===== src/rtl/lfu_pkg.sv =====
// Shared constants and controller command type for the LFU page-frame table.
package lfu_pkg;

    localparam int FRAMES      = 8;
    localparam int PAGE_BITS   = 16;
    localparam int PAGE_IN_W   = 16;
    localparam int CFG_W       = 4;
    localparam int FIDX_OUT_W  = 3;
    localparam int COUNT_W     = 16;
    localparam int STAMP_W     = 32;
    localparam int FAULT_W     = 32;
    localparam int FIDX_W      = (FRAMES > 1) ? $clog2(FRAMES) : 1;
    localparam int LEAVES      = 1 << FIDX_W;
    localparam int KEY_W       = 1 + COUNT_W + STAMP_W;
    localparam int M_TDATA_W   = 56;

    localparam logic [CFG_W-1:0] FRAMES_RESET = CFG_W'(8);

    typedef struct packed {
        logic load_in;
        logic eval;
        logic commit;
    } lfu_cmd_t;

endpackage


===== src/rtl/lfu_ctrl.sv =====
// Controller: sequences accept, search and table update, owns the result valid flag.
module lfu_ctrl (
    input  logic              aclk,
    input  logic              aresetn,
    input  logic              s_tvalid,
    output logic              s_tready,
    output logic              m_tvalid,
    input  logic              m_tready,
    output lfu_pkg::lfu_cmd_t cmd
);

    typedef enum logic [1:0] {
        S_IDLE,
        S_EVAL,
        S_WRITE
    } state_t;

    state_t state_reg, state_next;
    logic   out_valid_reg, out_valid_next;
    logic   out_free;

    assign out_free = !out_valid_reg || m_tready;

    always_comb begin
        state_next = state_reg;
        cmd        = '0;
        s_tready   = 1'b0;
        case (state_reg)
            S_IDLE: begin
                s_tready = 1'b1;
                if (s_tvalid) begin
                    cmd.load_in = 1'b1;
                    state_next  = S_EVAL;
                end
            end
            S_EVAL: begin
                cmd.eval   = 1'b1;
                state_next = S_WRITE;
            end
            S_WRITE: begin
                // hold until the result register can take the item
                if (out_free) begin
                    cmd.commit = 1'b1;
                    s_tready   = 1'b1;
                    if (s_tvalid) begin
                        cmd.load_in = 1'b1;
                        state_next  = S_EVAL;
                    end else begin
                        state_next = S_IDLE;
                    end
                end
            end
            default: begin
                state_next = S_IDLE;
            end
        endcase
    end

    always_comb begin
        if (cmd.commit) begin
            out_valid_next = 1'b1;
        end else if (m_tready) begin
            out_valid_next = 1'b0;
        end else begin
            out_valid_next = out_valid_reg;
        end
    end

    always_ff @(posedge aclk) begin
        if (!aresetn) begin
            state_reg     <= S_IDLE;
            out_valid_reg <= 1'b0;
        end else begin
            state_reg     <= state_next;
            out_valid_reg <= out_valid_next;
        end
    end

    assign m_tvalid = out_valid_reg;

    a_accept_then_eval: assert property (@(posedge aclk) disable iff (!aresetn)
        (s_tvalid && s_tready) |=> (state_reg == S_EVAL))
        else $error("accepted item not followed by search");

    a_no_overwrite: assert property (@(posedge aclk) disable iff (!aresetn)
        !(cmd.commit && out_valid_reg && !m_tready))
        else $error("result overwritten before it was taken");

    a_commit_shows: assert property (@(posedge aclk) disable iff (!aresetn)
        cmd.commit |=> out_valid_reg)
        else $error("committed result not presented");

endmodule


===== src/rtl/lfu_dp.sv =====
// Datapath: frame table, tag compare, LFU victim tree, counters and result register.
module lfu_dp (
    input  logic                                 aclk,
    input  logic                                 aresetn,
    input  lfu_pkg::lfu_cmd_t                    cmd,
    input  logic [lfu_pkg::PAGE_IN_W-1:0]        in_page,
    input  logic                                 in_new_run,
    input  logic                                 cfg_we,
    input  logic [lfu_pkg::CFG_W-1:0]            cfg_wdata,
    output logic [lfu_pkg::M_TDATA_W-1:0]        out_data
);

    typedef struct packed {
        logic                           active;
        logic [lfu_pkg::KEY_W-1:0]      key;
        logic [lfu_pkg::FIDX_W-1:0]     idx;
    } node_t;

    logic [lfu_pkg::PAGE_BITS-1:0]  page_reg [lfu_pkg::FRAMES];
    logic [lfu_pkg::FRAMES-1:0]     valid_reg, valid_next;
    logic [lfu_pkg::COUNT_W-1:0]    count_reg [lfu_pkg::FRAMES];
    logic [lfu_pkg::COUNT_W-1:0]    count_next [lfu_pkg::FRAMES];
    logic [lfu_pkg::STAMP_W-1:0]    stamp_reg [lfu_pkg::FRAMES];
    logic [lfu_pkg::STAMP_W-1:0]    stamp_next [lfu_pkg::FRAMES];
    logic [lfu_pkg::STAMP_W-1:0]    access_reg, access_next;
    logic [lfu_pkg::FAULT_W-1:0]    fault_reg, fault_next;
    logic [lfu_pkg::CFG_W-1:0]      frames_reg;

    logic [lfu_pkg::PAGE_BITS-1:0]  in_page_reg;
    logic                           in_new_run_reg;
    logic                           sel_hit_reg, sel_hit_next;
    logic [lfu_pkg::FIDX_W-1:0]     sel_slot_reg, sel_slot_next;
    logic [lfu_pkg::M_TDATA_W-1:0]  out_reg, out_next;

    logic [lfu_pkg::FRAMES-1:0]     act;
    logic [lfu_pkg::FRAMES-1:0]     eff_valid;
    logic [lfu_pkg::STAMP_W-1:0]    access_eff;
    logic [lfu_pkg::FAULT_W-1:0]    fault_eff;
    node_t                          tree [1:2*lfu_pkg::LEAVES-1];
    logic                           ev_valid;
    logic [lfu_pkg::PAGE_BITS-1:0]  ev_page;

    // a new run sees an empty table and zeroed counters
    always_comb begin
        for (int i = 0; i < lfu_pkg::FRAMES; i++) begin
            act[i]       = (i == 0) || (i < int'(frames_reg));
            eff_valid[i] = valid_reg[i] && !in_new_run_reg;
        end
        access_eff = in_new_run_reg ? '0 : access_reg;
        fault_eff  = in_new_run_reg ? '0 : fault_reg;
    end

    // tag compare: lowest matching active frame
    always_comb begin
        sel_hit_next = 1'b0;
        for (int i = lfu_pkg::FRAMES - 1; i >= 0; i--) begin
            if (act[i] && eff_valid[i] && (page_reg[i] == in_page_reg)) begin
                sel_hit_next = 1'b1;
            end
        end
    end

    // victim tree: empty frames carry key zero, ties go to the left (lower index)
    always_comb begin
        for (int j = 0; j < lfu_pkg::LEAVES; j++) begin
            if (j < lfu_pkg::FRAMES) begin
                tree[lfu_pkg::LEAVES + j].active = act[j];
                tree[lfu_pkg::LEAVES + j].key    = eff_valid[j] ?
                    {1'b1, count_reg[j], stamp_reg[j]} : '0;
            end else begin
                tree[lfu_pkg::LEAVES + j].active = 1'b0;
                tree[lfu_pkg::LEAVES + j].key    = '0;
            end
            tree[lfu_pkg::LEAVES + j].idx = lfu_pkg::FIDX_W'(j);
        end
        for (int n = lfu_pkg::LEAVES - 1; n >= 1; n--) begin
            if (tree[2*n].active &&
                (!tree[2*n+1].active || (tree[2*n].key <= tree[2*n+1].key))) begin
                tree[n] = tree[2*n];
            end else begin
                tree[n] = tree[2*n+1];
            end
        end
    end

    always_comb begin
        sel_slot_next = tree[1].idx;
        for (int i = lfu_pkg::FRAMES - 1; i >= 0; i--) begin
            if (act[i] && eff_valid[i] && (page_reg[i] == in_page_reg)) begin
                sel_slot_next = lfu_pkg::FIDX_W'(i);
            end
        end
    end

    // table and counter update on commit
    always_comb begin
        for (int i = 0; i < lfu_pkg::FRAMES; i++) begin
            valid_next[i] = eff_valid[i];
            count_next[i] = in_new_run_reg ? '0 : count_reg[i];
            stamp_next[i] = in_new_run_reg ? '0 : stamp_reg[i];
            if (sel_slot_reg == lfu_pkg::FIDX_W'(i)) begin
                if (sel_hit_reg) begin
                    if (count_reg[i] != '1) begin
                        count_next[i] = count_reg[i] + 1'b1;
                    end
                end else begin
                    valid_next[i] = 1'b1;
                    count_next[i] = lfu_pkg::COUNT_W'(1);
                    stamp_next[i] = access_eff;
                end
            end
        end
        access_next = (access_eff == '1) ? access_eff : access_eff + 1'b1;
        if (!sel_hit_reg && (fault_eff != '1)) begin
            fault_next = fault_eff + 1'b1;
        end else begin
            fault_next = fault_eff;
        end
        ev_valid = !sel_hit_reg && eff_valid[sel_slot_reg];
        ev_page  = ev_valid ? page_reg[sel_slot_reg] : '0;
        out_next = {3'b000,
                    fault_next,
                    lfu_pkg::PAGE_IN_W'(ev_page),
                    ev_valid,
                    lfu_pkg::FIDX_OUT_W'(sel_slot_reg),
                    sel_hit_reg};
    end

    always_ff @(posedge aclk) begin
        if (!aresetn) begin
            valid_reg  <= '0;
            access_reg <= '0;
            fault_reg  <= '0;
            frames_reg <= lfu_pkg::FRAMES_RESET;
            for (int i = 0; i < lfu_pkg::FRAMES; i++) begin
                count_reg[i] <= '0;
                stamp_reg[i] <= '0;
            end
        end else begin
            if (cfg_we) begin
                frames_reg <= cfg_wdata;
            end
            if (cmd.commit) begin
                valid_reg  <= valid_next;
                access_reg <= access_next;
                fault_reg  <= fault_next;
                for (int i = 0; i < lfu_pkg::FRAMES; i++) begin
                    count_reg[i] <= count_next[i];
                    stamp_reg[i] <= stamp_next[i];
                end
            end
        end
    end

    always_ff @(posedge aclk) begin
        if (cmd.commit && !sel_hit_reg) begin
            page_reg[sel_slot_reg] <= in_page_reg;
        end
        if (cmd.load_in) begin
            in_page_reg    <= lfu_pkg::PAGE_BITS'(in_page);
            in_new_run_reg <= in_new_run;
        end
        if (cmd.eval) begin
            sel_hit_reg  <= sel_hit_next;
            sel_slot_reg <= sel_slot_next;
        end
        if (cmd.commit) begin
            out_reg <= out_next;
        end
    end

    assign out_data = out_reg;

    a_hit_no_evict: assert property (@(posedge aclk) disable iff (!aresetn)
        cmd.commit |=> !(out_reg[0] && out_reg[4]))
        else $error("hit reported together with an eviction");

    a_fault_monotonic: assert property (@(posedge aclk) disable iff (!aresetn)
        (cmd.commit && !in_new_run_reg) |=> (fault_reg >= $past(fault_reg)))
        else $error("fault total fell within a run");

endmodule


===== src/rtl/lfu_page_replacement.sv =====
// Top level of the LFU page-frame table: controller and datapath.
//
//  channel  | direction | handshake          | payload
//  s_       | in        | s_tvalid/s_tready  | tdata: page_number; tuser: new_run
//  m_       | out       | m_tvalid/m_tready  | tdata: hit, slot, evicted_valid,
//           |           |                    |        evicted_page, fault_total
//  cfg_     | in        | cfg_we             | cfg_wdata: frames_in_use
//
// Each item has a search cycle, for tag compare and the LFU victim tree over all
// frames, and an update cycle for the table and counter update, which lands in
// the result register. A new item is taken in the update cycle of the last one.
// Reset is synchronous; it empties the table and sets frames_in_use to 8.
// A result not taken holds the update cycle, and with it the input side.
module lfu_page_replacement (
    input  logic                              aclk,
    input  logic                              aresetn,
    input  logic                              s_tvalid,
    output logic                              s_tready,
    input  logic [lfu_pkg::PAGE_IN_W-1:0]     s_tdata,  // [15:0] page_number
    input  logic                              s_tuser,  // [0] new_run
    output logic                              m_tvalid,
    input  logic                              m_tready,
    // [0] hit, [3:1] slot, [4] evicted_valid, [20:5] evicted_page,
    // [52:21] fault_total, [55:53] zero
    output logic [lfu_pkg::M_TDATA_W-1:0]     m_tdata,
    input  logic                              cfg_we,
    input  logic [lfu_pkg::CFG_W-1:0]         cfg_wdata
);

    lfu_pkg::lfu_cmd_t cmd;

    lfu_ctrl u_ctrl (
        .aclk     (aclk),
        .aresetn  (aresetn),
        .s_tvalid (s_tvalid),
        .s_tready (s_tready),
        .m_tvalid (m_tvalid),
        .m_tready (m_tready),
        .cmd      (cmd)
    );

    lfu_dp u_dp (
        .aclk       (aclk),
        .aresetn    (aresetn),
        .cmd        (cmd),
        .in_page    (s_tdata),
        .in_new_run (s_tuser),
        .cfg_we     (cfg_we),
        .cfg_wdata  (cfg_wdata),
        .out_data   (m_tdata)
    );

endmodule

===== config.mk =====
export PLATFORM = sky130hd
export DESIGN_NAME = lfu_page_replacement
export DESIGN_NICKNAME = d
export VERILOG_FILES = /design/src/rtl/lfu_pkg.sv /design/src/rtl/lfu_ctrl.sv /design/src/rtl/lfu_dp.sv /design/src/rtl/lfu_page_replacement.sv
export SDC_FILE = /design/constraint.sdc
export NUM_CORES = 2
export LEC_CHECK = 0
export BUFFER_PORTS_ARGS = -buffer_cell sky130_fd_sc_hd__buf_2
export CORE_MARGIN = 2
export CORE_UTILIZATION = 27
export DETAILED_ROUTE_END_ITERATION = 6
export PLACE_DENSITY = 0.42
export SYNTH_ARGS = -nofsm -noshare
export SYNTH_HDL_FRONTEND = slang
export SYNTH_HIERARCHICAL = 1
export SYNTH_SLANG_ARGS = --single-unit

===== constraint.sdc =====
create_clock -name aclk -period 10.4 [get_ports aclk]
set_input_delay 1.04 -clock aclk [delete_from_list [all_inputs] [get_ports aclk]]
set_output_delay 1.04 -clock aclk [all_outputs]
set_load 0.005 [all_outputs]

==> flow_metrics.py <==
metrics = {
    "floorplan": {
        "initial_core_util_pct": 27.2,
        "die-area_sq_mm": 0.174,
        "core_region_area_sq_mm": 0.169,
        "rows": 151,
        "die_w_um": 417,
        "ios": 84,
        "die_y_um": 417,
    },
    "placed_design": {
        "routabilityCongestion": 0.882,
        "place_inst": 7316,
        "buffer_ports.inserted": 80,
        "dp.final_hpwl_um": 122000,
        "preCtsSetupSlack_ns": 0.535,
    },
    "synthesis": {
        "ys.flop_type": "edfxtp_1",
        "ys_ff_latch": 665,
        "synthTopCellsByArea": "edfxtp_1 (38%), ha_1 (9.6%), nand2_1 (8.8%)",
        "syn-cell-area_sq_mm": 0.0461,
        "synth-simple-area-share_pct": 21.0,
        "ys_seq_area_share_pct": 41.6,
        "synth_top_area_cell": "edfxtp_1",
        "synthAdderAreaFrac_pct": 9.58,
        "syn_avg_cell_area_sq_um": 8.89,
        "synth_edf_count": 586,
        "synth-xor-area-share_pct": 3.08,
        "synth_top_family_by_area": "simple AND/OR/NAND/NOR gates",
        "synth_cell_type_count": 88,
        "synth_compound_area_share_pct": 15.8,
        "async_reset_ff_share_pct": 0,
        "muxShareOfSynthArea_pct": 4.70,
        "yosysWarningCount": 6,
        "syn_inst": 5189,
        "synth_top_area_share_pct": 38.2,
    },
    "power_and_ir_drop": {
        "finalPower_w": 0.00978,
        "p_per_area_mw_per_mm2": 186,
        "p_leak_nw": 19.9,
        "peakVddDrop_mv": 0.149,
    },
    "final_layout": {
        "layout-drive-gt1-share_pct": 10.4,
        "final_common_cell": "nand2_1",
        "stdcell_count": 7483,
        "area_growth_pct": 14.2,
        "finalNetCount": 5568,
        "final_cell_mix": "nand2_1 (1,078), edfxtp_1 (586), a21oi_1 (575)",
        "largest_register_ffs": 256,
    },
    "cts": {
        "h-tree-depth": 3,
        "clockBufferDepth": 3,
        "clk_latency_ns": 0.74,
        "path_clk_slew_ns": 0.06,
        "ctsHoldBuffers": 0,
        "cts_root_buffer": "clkbuf_16",
        "cts_buffers": 88,
        "cts_tree": "yes",
        "cts_num_sinks": 665,
    },
    "drt": {
        "drtIter0Drc": 3626,
        "routed-via-count": 39300,
        "totalWireLength_um": 174000,
        "wl_per_cell_um": 23.2,
        "drc": 0,
        "detailedRoute.firstPassIterationCount": 5,
        "via_per_inst": 5.25,
        "ant_nets": 0,
    },
    "timing": {
        "fmax_ghz": 0.101,
        "min_period_ns": 9.90,
        "relSlewSlack_pct": 6.33,
        "fin_tns_setup_ns": 0,
        "layout_setup_ws_ns": 0.496,
        "slew_violations": 0,
        "worst_slew_pin_slew_ns": 1.39,
        "skew_ns": 0.0681,
        "rsz0062_at_grt": "no",
        "setup_viol": 0,
        "fin_crit_sh_pct": 95.2,
        "finalHoldViolations": 0,
    },
    "grt": {
        "grt_pass1_vias": 37900,
        "grt_usage_pct": 19.5,
        "antenna_found_initial": 7,
        "globalRouteOverflowTotal": 0,
        "grt_max_degree": 146,
        "grt_pass1_wl_um": 257000,
    },
    "critical_path": {
        "slowest_stage": "o21ai_0",
        "worstPathRequired_ns": 10.98,
        "path_class": "register to register",
        "cp_max_fo": 78,
        "arrival_ns": 10.49,
        "worst_path_most_repeated_cell": "buf_4",
        "slowest_delay_ns": 0.63,
        "crit_path_end_kind": "register",
        "cp-start-kind": "register",
    },
    "outcome": {
        "status": "finished clean",
    },
    "min_path": {
        "hold_class": "input port to register",
    },
    "flow_run": {
        "drv_cap": 0,
    },
}
-- worst max-delay path: cells and delay by family (launching register included) --
family / cells / cell delay, ns
DFF: 1 / 0.42
muxes: 1 / 0.36
AOI/OAI and AO/OA: 13 / 3.08
buffers and inverters: 7 / 2.03
and+or+nand+nor: 11 / 2.72
adders and majority gates: 3 / 0.98
-- repair_timing --
action                                 in CTS  in global routing
buffers inserted                            0                  0
setup endpoints to repair                   0                  2
resized for setup                           0                  1
endpoints found under the hold margin       0                  0
-- kinds of logic after synthesis --
group / Yosys count
buffers and inverters: 511
adders and majority gates: 353
and+or+nand+nor: 2118
other: 1
DFF: 665
muxes: 165
AOI/OAI and AO/OA: 1214
xor gates and xnor gates: 162
-- cells in the mapped netlist (all sizes together) (34+ instances only) --
master	number
mux2i	81
a21o	52
xor2	70
buf	58
o211ai	55
nand4	108
xnor2	92
and2	64
mux4	34
edfxtp	586
o21a	62
nor2	323
dfxtp	79
ha	353
nand3b	36
nor2b	67
nand2	1084
a31oi	43
nor4	35
a21oi	583
and3	59
inv	178
a22o	50
nand3	181
mux2	50
nor3	61
clkbuf	275
o21ai	202
-- layout make-up --
cell class / instances / area, sq um
inverters: 178 / 677
clock buffers: 111 / 2420
diodes: 3 / 7.51
flip-flops and latches: 665 / 19200
multi-input cells: 4016 / 25200
repair buffers: 240 / 1750
clock inverters: 52 / 672
well taps: 2218 / 2780
fillers: 17700 / 117000
-- routing by layer --
metal | GRT usage, % | share of wire, % | up-vias
met5 | 0 | 0.0092 | -
met4 | 4.42 | 2.0 | 2
met3 | 2.60 | 4.7 | 167
met2 | 32.0 | 47 | 974
met1 | 27.2 | 47 | 19400
li1 | - | - | 18800
-- metrics by stage --
stage,instance area [sq um],hold WS (ns),util (%)
after global placement,49500,0.484,29.2
after CTS,52600,0.412,31.1
final,52700,0.476,31.1
after detailed placement,49500,0.481,29.2
after floorplan,46100,0.424,-
after global routing,52600,0.431,31.1
-- worst paths after layout --
check,startpoint,to,slack [ns],cells past startpoint
worst max-delay path,u_dp/in_new_run_reg$_DFFE_PP_,u_dp/sel_slot_reg[0]$_SDFFCE_PP0P_,0.50,35
worst min-delay path,s_tdata[1],u_dp/in_page_reg[1]$_DFFE_PP_,0.48,1
worst max register to register,u_dp/in_new_run_reg$_DFFE_PP_,u_dp/sel_slot_reg[0]$_SDFFCE_PP0P_,0.50,35
worst min register to register,u_dp/fault_reg[29]$_SDFFE_PN0P_,u_dp/fault_reg[29]$_SDFFE_PN0P_,0.49,2
-- report_power, final --
| group | leakage, nW | internal (W) | switching, W |
|---|---|---|---|
| clock network | 1.50 | 0.00194 | 0.00133 |
| logic | 11.9 | 0.00125 | 0.00207 |
| registers | 6.48 | 0.00304 | 0.000138 |
(Power assumes the default switching activity.)
